### src/sv/efr_pkg.sv
// Shared types, marker codes and helpers for the escaped frame receiver.
// Depends on nothing; used by every module in sv/.
package efr_pkg;

    // Buffer depth; positions wrap to 0 on reaching it (32..256).
    localparam int BUF_DEPTH = 256;
    localparam int BYTE_W    = 8;
    localparam int TYPE_W    = 5;

    localparam logic [BYTE_W-1:0] MARK_ESC     = 8'hFE;
    localparam logic [BYTE_W-1:0] MARK_START   = 8'hFB;
    localparam logic [BYTE_W-1:0] MARK_END     = 8'hFA;
    localparam logic [TYPE_W-1:0] TYPE_INFO    = 5'h04;
    localparam logic [TYPE_W-1:0] TYPE_REQUEST = 5'h1E;
    localparam logic [TYPE_W-1:0] TYPE_RESET   = 5'h1F;
    localparam logic [BYTE_W-1:0] LIMIT_RESET  = 8'd21;
    localparam logic [BYTE_W-1:0] TYPE_POS     = 8'd3;

    typedef enum logic [1:0] {
        EV_NONE     = 2'd0,
        EV_SHORT    = 2'd1,
        EV_ACCEPTED = 2'd2,
        EV_REJECTED = 2'd3
    } t_event;

    // One byte held between the input register and the decode stage.
    typedef struct packed {
        logic              vld;
        logic [BYTE_W-1:0] data;
    } t_beat;

    function automatic logic [BYTE_W-1:0] advance(input logic [BYTE_W-1:0] pos);
        logic [BYTE_W-1:0] res;
        if (pos == BYTE_W'(BUF_DEPTH - 1)) begin
            res = '0;
        end else begin
            res = pos + 1'b1;
        end
        return res;
    endfunction

endpackage

### src/sv/efr_in_reg.sv
// Input register stage: captures one received byte per beat.
// Depends on efr_pkg.
module efr_in_reg (
    input  logic                        i_clk,
    input  logic                        i_rst_n,
    input  logic                        i_rx_valid,
    input  logic [efr_pkg::BYTE_W-1:0]  i_rx_byte,
    output logic                        o_rx_stall,
    input  logic                        i_take,
    output efr_pkg::t_beat              o_beat
);

    logic                       r_vld;
    logic [efr_pkg::BYTE_W-1:0] r_data;
    logic                       load;

    // Stage frees up when empty or when the decode stage takes it this cycle.
    assign o_rx_stall = r_vld & ~i_take;
    assign load       = i_rx_valid & ~o_rx_stall;

    always_ff @(posedge i_clk) begin
        if (!i_rst_n) begin
            r_vld <= 1'b0;
        end else if (load) begin
            r_vld <= 1'b1;
        end else if (i_take) begin
            r_vld <= 1'b0;
        end
    end

    always_ff @(posedge i_clk) begin
        if (load) begin
            r_data <= i_rx_byte;
        end
    end

    assign o_beat.vld  = r_vld;
    assign o_beat.data = r_data;

endmodule

### src/sv/efr_core.sv
// Marker decode, frame state, limit register and result register.
// Depends on efr_pkg.
module efr_core (
    input  logic                        i_clk,
    input  logic                        i_rst_n,
    input  logic                        i_cfg_we,
    input  logic [efr_pkg::BYTE_W-1:0]  i_cfg_data,
    input  efr_pkg::t_beat              i_beat,
    output logic                        o_take,
    output logic                        o_out_valid,
    input  logic                        i_out_stall,
    output logic [efr_pkg::BYTE_W-1:0]  o_wr_index,
    output logic [efr_pkg::BYTE_W-1:0]  o_wr_byte,
    output logic                        o_frame_start,
    output logic [1:0]                  o_frame_event,
    output logic [efr_pkg::BYTE_W-1:0]  o_frame_length,
    output logic [efr_pkg::TYPE_W-1:0]  o_frame_type
);

    logic [efr_pkg::BYTE_W-1:0] r_short_limit;
    logic                       r_marker_armed, n_marker_armed;
    logic                       r_in_frame,     n_in_frame;
    logic [efr_pkg::BYTE_W-1:0] r_write_pos,    n_write_pos;
    logic [efr_pkg::BYTE_W-1:0] r_type_byte,    n_type_byte;

    logic                       r_out_valid;
    logic [efr_pkg::BYTE_W-1:0] r_wr_index;
    logic [efr_pkg::BYTE_W-1:0] r_wr_byte;
    logic                       r_frame_start,  n_frame_start;
    efr_pkg::t_event            r_frame_event,  n_frame_event;
    logic [efr_pkg::BYTE_W-1:0] r_frame_length, n_frame_length;
    logic [efr_pkg::TYPE_W-1:0] r_frame_type,   n_frame_type;

    logic                       out_free;
    logic [efr_pkg::BYTE_W-1:0] b;

    assign out_free = ~r_out_valid | ~i_out_stall;
    assign o_take   = i_beat.vld & out_free;
    assign b        = i_beat.data;

    always_comb begin
        n_marker_armed = r_marker_armed;
        n_in_frame     = r_in_frame;
        n_write_pos    = efr_pkg::advance(r_write_pos);
        n_type_byte    = (r_write_pos == efr_pkg::TYPE_POS) ? b : r_type_byte;
        n_frame_type   = n_type_byte[efr_pkg::BYTE_W-1:3];
        n_frame_start  = 1'b0;
        n_frame_event  = efr_pkg::EV_NONE;
        n_frame_length = '0;

        if (!r_marker_armed) begin
            if (b == efr_pkg::MARK_ESC) begin
                n_marker_armed = 1'b1;
            end
        end else if (b == efr_pkg::MARK_START) begin
            n_frame_start  = 1'b1;
            n_marker_armed = 1'b0;
            n_in_frame     = 1'b1;
            n_write_pos    = efr_pkg::advance(efr_pkg::BYTE_W'(1));
        end else if (b == efr_pkg::MARK_END && r_in_frame) begin
            n_in_frame     = 1'b0;
            n_marker_armed = 1'b0;
            n_frame_length = r_write_pos;
            if (r_write_pos < r_short_limit) begin
                n_frame_event = efr_pkg::EV_SHORT;
            end else if (n_frame_type == efr_pkg::TYPE_INFO ||
                         n_frame_type == efr_pkg::TYPE_REQUEST ||
                         n_frame_type == efr_pkg::TYPE_RESET) begin
                n_frame_event = efr_pkg::EV_ACCEPTED;
            end else begin
                n_frame_event = efr_pkg::EV_REJECTED;
            end
        end else if (b == efr_pkg::MARK_ESC && r_in_frame) begin
            // stuffed escape: next byte overwrites this position
            n_marker_armed = 1'b0;
            n_write_pos    = r_write_pos;
        end
        // any other byte after an escape leaves the marker armed
    end

    always_ff @(posedge i_clk) begin
        if (!i_rst_n) begin
            r_short_limit  <= efr_pkg::LIMIT_RESET;
            r_marker_armed <= 1'b0;
            r_in_frame     <= 1'b0;
            r_write_pos    <= '0;
            r_type_byte    <= '0;
            r_out_valid    <= 1'b0;
        end else begin
            if (i_cfg_we) begin
                r_short_limit <= i_cfg_data;
            end
            if (o_take) begin
                r_marker_armed <= n_marker_armed;
                r_in_frame     <= n_in_frame;
                r_write_pos    <= n_write_pos;
                r_type_byte    <= n_type_byte;
                r_out_valid    <= 1'b1;
            end else if (out_free) begin
                r_out_valid    <= 1'b0;
            end
        end
    end

    always_ff @(posedge i_clk) begin
        if (o_take) begin
            r_wr_index     <= r_write_pos;
            r_wr_byte      <= b;
            r_frame_start  <= n_frame_start;
            r_frame_event  <= n_frame_event;
            r_frame_length <= n_frame_length;
            r_frame_type   <= n_frame_type;
        end
    end

    assign o_out_valid    = r_out_valid;
    assign o_wr_index     = r_wr_index;
    assign o_wr_byte      = r_wr_byte;
    assign o_frame_start  = r_frame_start;
    assign o_frame_event  = r_frame_event;
    assign o_frame_length = r_frame_length;
    assign o_frame_type   = r_frame_type;

endmodule

### src/sv/escaped_frame_receiver.sv
// Top level of the escaped frame receiver: input register plus decode/result stage.
// Depends on efr_pkg, efr_in_reg and efr_core.
//
//  channel | valid       | stall        | payload
//  --------+-------------+--------------+---------------------------------------------
//  rx      | i_rx_valid  | o_rx_stall   | i_rx_byte
//  out     | o_out_valid | i_out_stall  | o_wr_index o_wr_byte o_frame_start
//          |             |              | o_frame_event o_frame_length o_frame_type
//  cfg     | i_cfg_we    | -            | i_cfg_data (short frame limit)
//
// One beat in and one result out per cycle when neither side stalls.
// A result is registered: each accepted byte passes through the input register, then the result register.
// Synchronous active-low reset clears the frame state and sets the limit to 21.
// An output stall backs up into the input register; o_rx_stall rises only when it is full.
module escaped_frame_receiver (
    input  logic                        i_clk,
    input  logic                        i_rst_n,
    input  logic                        i_cfg_we,
    input  logic [efr_pkg::BYTE_W-1:0]  i_cfg_data,
    input  logic                        i_rx_valid,
    output logic                        o_rx_stall,
    input  logic [efr_pkg::BYTE_W-1:0]  i_rx_byte,
    output logic                        o_out_valid,
    input  logic                        i_out_stall,
    output logic [efr_pkg::BYTE_W-1:0]  o_wr_index,
    output logic [efr_pkg::BYTE_W-1:0]  o_wr_byte,
    output logic                        o_frame_start,
    output logic [1:0]                  o_frame_event,
    output logic [efr_pkg::BYTE_W-1:0]  o_frame_length,
    output logic [efr_pkg::TYPE_W-1:0]  o_frame_type
);

    efr_pkg::t_beat beat;
    logic           take;

    efr_in_reg u_in_reg (
        .i_clk      (i_clk),
        .i_rst_n    (i_rst_n),
        .i_rx_valid (i_rx_valid),
        .i_rx_byte  (i_rx_byte),
        .o_rx_stall (o_rx_stall),
        .i_take     (take),
        .o_beat     (beat)
    );

    efr_core u_core (
        .i_clk          (i_clk),
        .i_rst_n        (i_rst_n),
        .i_cfg_we       (i_cfg_we),
        .i_cfg_data     (i_cfg_data),
        .i_beat         (beat),
        .o_take         (take),
        .o_out_valid    (o_out_valid),
        .i_out_stall    (i_out_stall),
        .o_wr_index     (o_wr_index),
        .o_wr_byte      (o_wr_byte),
        .o_frame_start  (o_frame_start),
        .o_frame_event  (o_frame_event),
        .o_frame_length (o_frame_length),
        .o_frame_type   (o_frame_type)
    );

    a_start_not_close: assert property (@(posedge i_clk) disable iff (!i_rst_n)
        o_out_valid && o_frame_start |-> o_frame_event == efr_pkg::EV_NONE)
        else $error("start and close reported on the same beat");

    a_start_byte: assert property (@(posedge i_clk) disable iff (!i_rst_n)
        o_out_valid && o_frame_start |-> o_wr_byte == efr_pkg::MARK_START)
        else $error("frame start without start marker byte");

    a_close_byte: assert property (@(posedge i_clk) disable iff (!i_rst_n)
        o_out_valid && o_frame_event != efr_pkg::EV_NONE
        |-> o_wr_byte == efr_pkg::MARK_END && o_frame_length == o_wr_index)
        else $error("frame close inconsistent with written byte or index");

    a_no_length: assert property (@(posedge i_clk) disable iff (!i_rst_n)
        o_out_valid && o_frame_event == efr_pkg::EV_NONE |-> o_frame_length == '0)
        else $error("frame length set without a close event");

    a_rx_holds: assert property (@(posedge i_clk) disable iff (!i_rst_n)
        o_rx_stall |-> o_out_valid && i_out_stall)
        else $error("input stalled while the result side can move");

endmodule
### config.mk
export PLATFORM = sky130hd
export DESIGN_NAME = escaped_frame_receiver
export DESIGN_NICKNAME = d
export VERILOG_FILES = /design/src/sv/efr_pkg.sv /design/src/sv/efr_in_reg.sv /design/src/sv/efr_core.sv /design/src/sv/escaped_frame_receiver.sv
export SDC_FILE = /design/constraint.sdc
export NUM_CORES = 1
export LEC_CHECK = 0
export ABC_AREA = 1
export BUFFER_PORTS_ARGS = -buffer_cell sky130_fd_sc_hd__buf_2
export CAP_MARGIN = 20
export CORE_ASPECT_RATIO = 1.75
export CORE_UTILIZATION = 50
export CTS_BUF_LIST = sky130_fd_sc_hd__clkbuf_16
export DETAILED_ROUTE_END_ITERATION = 8
export GPL_TIMING_DRIVEN = 1
export PLACE_DENSITY = 0.83
export SKIP_CTS_REPAIR_TIMING = 1
export SLEW_MARGIN = 20
export SYNTH_ARGS = -nofsm -noshare
export SYNTH_HDL_FRONTEND = slang
export SYNTH_SLANG_ARGS = --single-unit
### constraint.sdc
create_clock -name i_clk -period 1.8 [get_ports i_clk]
set_input_delay 0.18 -clock i_clk [delete_from_list [all_inputs] [get_ports i_clk]]
set_output_delay 0.18 -clock i_clk [all_outputs]
set_load 0.02 [all_outputs]
# Yosys cells after proc, flatten, opt, wreduce, memory -nomap -nowiden
# Index checks and enable logic that the tools add are counted.
[word_totals]
reg_bits = 68
elab_cells = 69
[classes]
add_sub_neg = 1
n_lt_le_gt_ge = 1
n_eq_ne = 9
mux = 20
bitwise = 10
n_reduce_logical = 12
[op_table]
columns = ["operator", "n"]
rows = [
  ["$mux 8", 6],
  ["$eq 8x8->1 const B", 4],
  ["$mux 1", 14],
  ["$eq 5x5->1 const B", 2],
  ["$add 8x1->8 const B", 1],
  ["$eq 8x2->1 const B", 1],
  ["$lt 8x8->1", 1],
  ["$not 1->1", 6],
  ["$reduce_bool 2->1", 3],
  ["$eq 5x3->1 const B", 1],
  ["$ne 4x4->1 const B", 1],
  ["$reduce_and 2->1", 2],
  ["$reduce_or 4->1", 1],
  ["$and 1x1->1", 3],
  ["$reduce_and 3->1", 1],
  ["$reduce_or 3->1", 1],
  ["$logic_and 1x1->1", 2],
  ["$logic_or 1x1->1", 2],
  ["$or 1x1->1", 1],
]

# Longest topological paths before layout
[logic_depth]
word_depth = 8
mapped_depth = 12
depth_no_buf = 12

# Cells and area by module
# From an unflattened synthesis, not the netlist that was laid out.
[hier_totals]
cells_unflattened = 285
area_unflattened_um2 = 2765.2
[by_module_without_submodules]
columns = ["mod", "n_inst", "cells_per_inst", "area_each_um2", "seq_area_each_um2"]
rows = [
  ["efr_core", 1, 268, 2467.4, 1441.4],
  ["efr_in_reg", 1, 17, 297.8, 260.2],
]

# Worst setup path after synthesis
# No wires, ideal clock.
[synth_path]
kind = "register -> register"
from = "register u_core.r_out_valid, in the netlist u_core.o_out_valid"
to = "register u_core.r_write_pos[0] in the netlist's numbering"
setup_time_ns = 0.114
arrival_time_ns = 1.498
required_time_ns = 1.686
setup_slack_ns = 0.188
stages_incl_launch_ff = 9
cell_sequence = "dfxtp_1 nand2_1 nand2_1 inv_2 nand2_4 inv_4 nand2_1 nand2_2 a21oi_2"
[synth_between]
elab_chain_cells = 4
[synth_lines]
columns = ["element", "line_no", "rtl"]
rows = [
  ["start, declared", "efr_core.sv:26", "logic r_out_valid;"],
  ["start signal, assigned", "efr_core.sv:88", "r_out_valid <= 1'b0;"],
  ["start signal, assigned", "efr_core.sv:98", "r_out_valid <= 1'b1;"],
  ["start signal, assigned", "efr_core.sv:100", "r_out_valid <= 1'b0;"],
  ["$not 1->1", "efr_core.sv:37", "assign out_free = ~r_out_valid | ~i_out_stall;"],
  ["$or 1x1->1", "efr_core.sv:37", ""],
  ["$and 1x1->1", "efr_core.sv:38", "assign o_take = i_beat.vld & out_free;"],
  ["via take", "escaped_frame_receiver.sv:34", "logic take;"],
  ["$reduce_and 2->1 (no line)", "n/a", ""],
  ["end signal, assigned", "efr_core.sv:96", "r_write_pos <= n_write_pos;"],
  ["end, declared", "efr_core.sv:23", "logic [efr_pkg::BYTE_W-1:0] r_write_pos, n_write_pos;"],
]
# The timed path passes the listed nets, and every way through them passes these cells.
# A chain may end at the register's enable or synchronous reset.

# Worst setup path in the final report
[layout_path]
from = "register u_core.r_write_pos[5] in the netlist's numbering"
to = "register u_core.r_frame_event[1], in the netlist u_core.o_frame_event[1] (data pin)"
[layout_between]
elab_chain_cells = 2
[layout_lines]
columns = ["element", "line_no", "rtl"]
rows = [
  ["$lt 8x8->1", "efr_core.sv:64", "if (r_write_pos < r_short_limit) begin"],
  ["$reduce_or 4->1 (no line)", "n/a", ""],
  ["end signal, assigned", "efr_core.sv:110", "r_frame_event <= n_frame_event;"],
  ["end, declared", "efr_core.sv:30", "efr_pkg::t_event r_frame_event, n_frame_event;"],
]
# No other way between the ends.

==> impl_results.md <==
* Mean Syn Cell Area at 9.855 µm²
* Crit path max-delay family: compound AO/OA/AOI/OAI gates
* Syn Nets at 312
* Initial DRC Count at 80
* Routed length per placed instance at 13.14 µm
* Crit Path Max Fanout at 7
* Initial antenna violation count at 0
* Peak supply drop at between 0.8 and 0.9 mV
* CP Data Arrival Time at approximately 1.7 ns
* CP cell instances: ha_1 > a21oi_1 > nor2_1 > a211oi_2 > a21oi_1
* Detail Route Antenna Nets at 0
* Ant diodes at 0
* Crit path max-delay cell type: dfxtp_1
* Synth warnings at 0
* Clock Latency Late Sink at 0.33 ns
* CP peak stage delay at 0.49 ns
* HP Class: in2reg
* Final nets at 379
* Status: completed
* Clock Sinks at 65
* Final Setup Violations at 0
* Die width at just under 60 µm
* Most used cell, CP: a21oi_1
* Via count at 2,179
* Hold Slack at 0.02512 ns
* DRC errors left at 0
* Hpwl dp at 4040 µm
* WP buf/inv at 0
* CTS max path bufs at 2
* Post-synthesis sequential area ratio at 61.01%
* Slew Limit Fails at 0
* Seq cells post-synth at 65
* First-pass GRT wire length at 8935 µm
* Critical path required time at 1.86 ns
* Leakage power at 1.524 nW
* # rows at 35
* Critical Path Start Type: flop
* WL final at 5639 µm
* Htree depth at 3
* Max Clk Rate at 0.5945 GHz
* Final GP Congestion at a little over 0.9
* Gr ovfl total at 0
* Max cap viols at 0
* Register area at between 1500 and 2000 µm²
* Vias in the first global route at a little over 2,000
* Layout cells sized above 1 at 27.32%
* Worst r2r path cells at 5
* Total CTS buffers at 9
* Hold path cells at 1
* GRT Total Usage at about a fifth
* Gate Count Post-Synth at 283
* Mapped cell area at 2789 µm²
* Clk root buf: clkbuf_16
* Chip Height at 100.8 µm
* Total core area at around 5300 µm²
* Max-Slew Margin vs Limit at a little under two thirds
* Vias/cell at 5.079
* Setup TNS at 0 ns
* Layout area overhead at 24.54%
* Final hold viol count at 0
* TritonCTS clock tree: yes
* Die area at roughly 6000 µm²
* I/O pins at 55
* Crit. End Element: flop
* DR pass1 iterations at 4
* Fillers at 431
* Min cycle time layout at 1.682 ns
* Starting Density at 52.63%
* Worst-path clk slew at 0.05 ns
* Critical path class: reg2reg
* Largest net degree at the start of global routing at 30
* Worst-Margin Slew at 0.5464 ns
* RSZ-0062 raised after global routing: no
* Tcrit/Tclk final at 93.45%
* Power per standard cell area at ~1000 nW/µm²
* WP depth at 5
* Synth cell types at 29
* PortBufs at 54
* Clock Skew at 0.007110 ns
* Multi-input logic area at around 900 µm²
[metal layers]
layer,vias up,GRT usage [%],share of wire [%],wire length (µm)
li1,1075,-,-,-
met1,1005,20.56,38,2133
met2,76,35.72,53,2964
met3,23,6.290,4.6,259
met4,0,17.22,5.0,281
met5,-,0,0,0
[cell type report]
cell class	count	area share, %
repair buffers	60	9.438
clock buffers	9	6.484
well taps	74	2.666
multi-input cells	174	26.40
flip-flops and latches	65	48.99
clock inverters	7	1.585
inverters	40	4.431
[stage by stage]
| stage | total power [mW] | cells | cell area (µm²) | utilization, % | worst slack [ns] |
|---|---|---|---|---|---|
| floorplan | 1.887 | 283 | 2789 | - | 0.1880 |
| global placement | 1.979 | 413 | 3186 | 60.12 | 0.002970 |
| detailed placement | 1.988 | 413 | 3186 | 60.12 | 0.0005447 |
| CTS | 3.602 | 429 | 3466 | 65.41 | 0.001957 |
| global route | 3.711 | 429 | 3473 | 65.55 | 0.009804 |
| finish | 3.584 | 429 | 3473 | 65.55 | 0.1179 |
[synth_stat cells]
cell	number	area, µm²
a21oi_2	2	17.52
edfxtp_1	40	1201
nand4_1	2	12.51
nand3_1	14	70.07
a21oi_1	25	125.1
xnor2_1	1	8.760
nor3_2	1	10.01
o21ai_0	15	75.07
ha_1	8	100.1
nor3_1	1	5.000
nand2_4	3	33.78
nand2_2	4	25.02
buf_2	1	5.000
clkinv_2	1	5.000
inv_1	35	131.4
o21a_1	1	7.510
nor2_4	2	22.52
xor2_1	2	17.52
nand2_1	50	187.7
nor2_1	30	112.6
inv_4	1	6.260
nor2_2	5	31.28
buf_6	1	11.26
dfxtp_1	25	500.5
nand3_2	1	10.01
a211oi_1	1	7.510
o21ai_1	6	30.03
clkbuf_1	2	7.510
inv_2	3	11.26
[where the power goes]
group	switching [mW]	internal (mW)	leakage, nW
registers	0.0269	1.66	0.583
clock network	0.580	1.04	0.150
logic	0.182	0.0914	0.791
[layout by cell type (no fill, tap or decap), types with 3 or more instances in the layout]
cell	n
edfxtp_1	40
ha_1	7
clkbuf_16	9
o21ai_0	15
nor2_1	30
inv_2	3
clkinv_2	3
buf_2	54
dfxtp_1	25
nor2_2	5
nand3_1	14
nand2_2	4
nand2_4	3
nand2_1	50
a21oi_1	25
buf_4	5
inv_1	38
o21ai_1	6
[worst paths after layout]
kind	start	to	slack (ns)
hold reg to reg	u_core.r_short_limit[1]$_SDFFE_PN0P_	u_core.r_short_limit[1]$_SDFFE_PN0P_	0.47
setup / recovery	u_core.r_write_pos[5]$_SDFFE_PN0P_	u_core.o_frame_event[1]$_SDFFCE_PP0P_	0.12
hold / removal	i_rx_byte[6]	u_in_reg.r_data[6]$_DFFE_PP_	0.03
setup reg to reg	u_core.r_write_pos[5]$_SDFFE_PN0P_	u_core.o_frame_event[1]$_SDFFCE_PP0P_	0.12
[logic make-up (layout without fill, tap and decap cells)]
logic type / count (synthesis) / after routing / share of synthesized area [%]
and+or+nand+nor: 113 / 113 / 18.66
xor gates and xnor gates: 3 / 3 / 0.9423
AOI/OAI and AO/OA: 50 / 50 / 9.422
DFF: 65 / 65 / 61.01
adders and majority gates: 8 / 8 / 3.589
buffers and inverters: 44 / 116 / 6.371
[flip-flops by register name, indices dropped and copies added (netlist names)]
name and cells:
u_core.o_frame_event 2, u_core.o_frame_length 8, u_core.o_frame_start 1, u_core.o_frame_type 5, u_core.o_out_valid 1, u_core.o_wr_byte 8
u_core.o_wr_index 8, u_core.r_in_frame 1, u_core.r_marker_armed 1, u_core.r_short_limit 8, u_core.r_type_byte 5, u_core.r_write_pos 8
u_in_reg.r_data 8, u_in_reg.r_vld 1
Power figures use the tool's default switching activity.
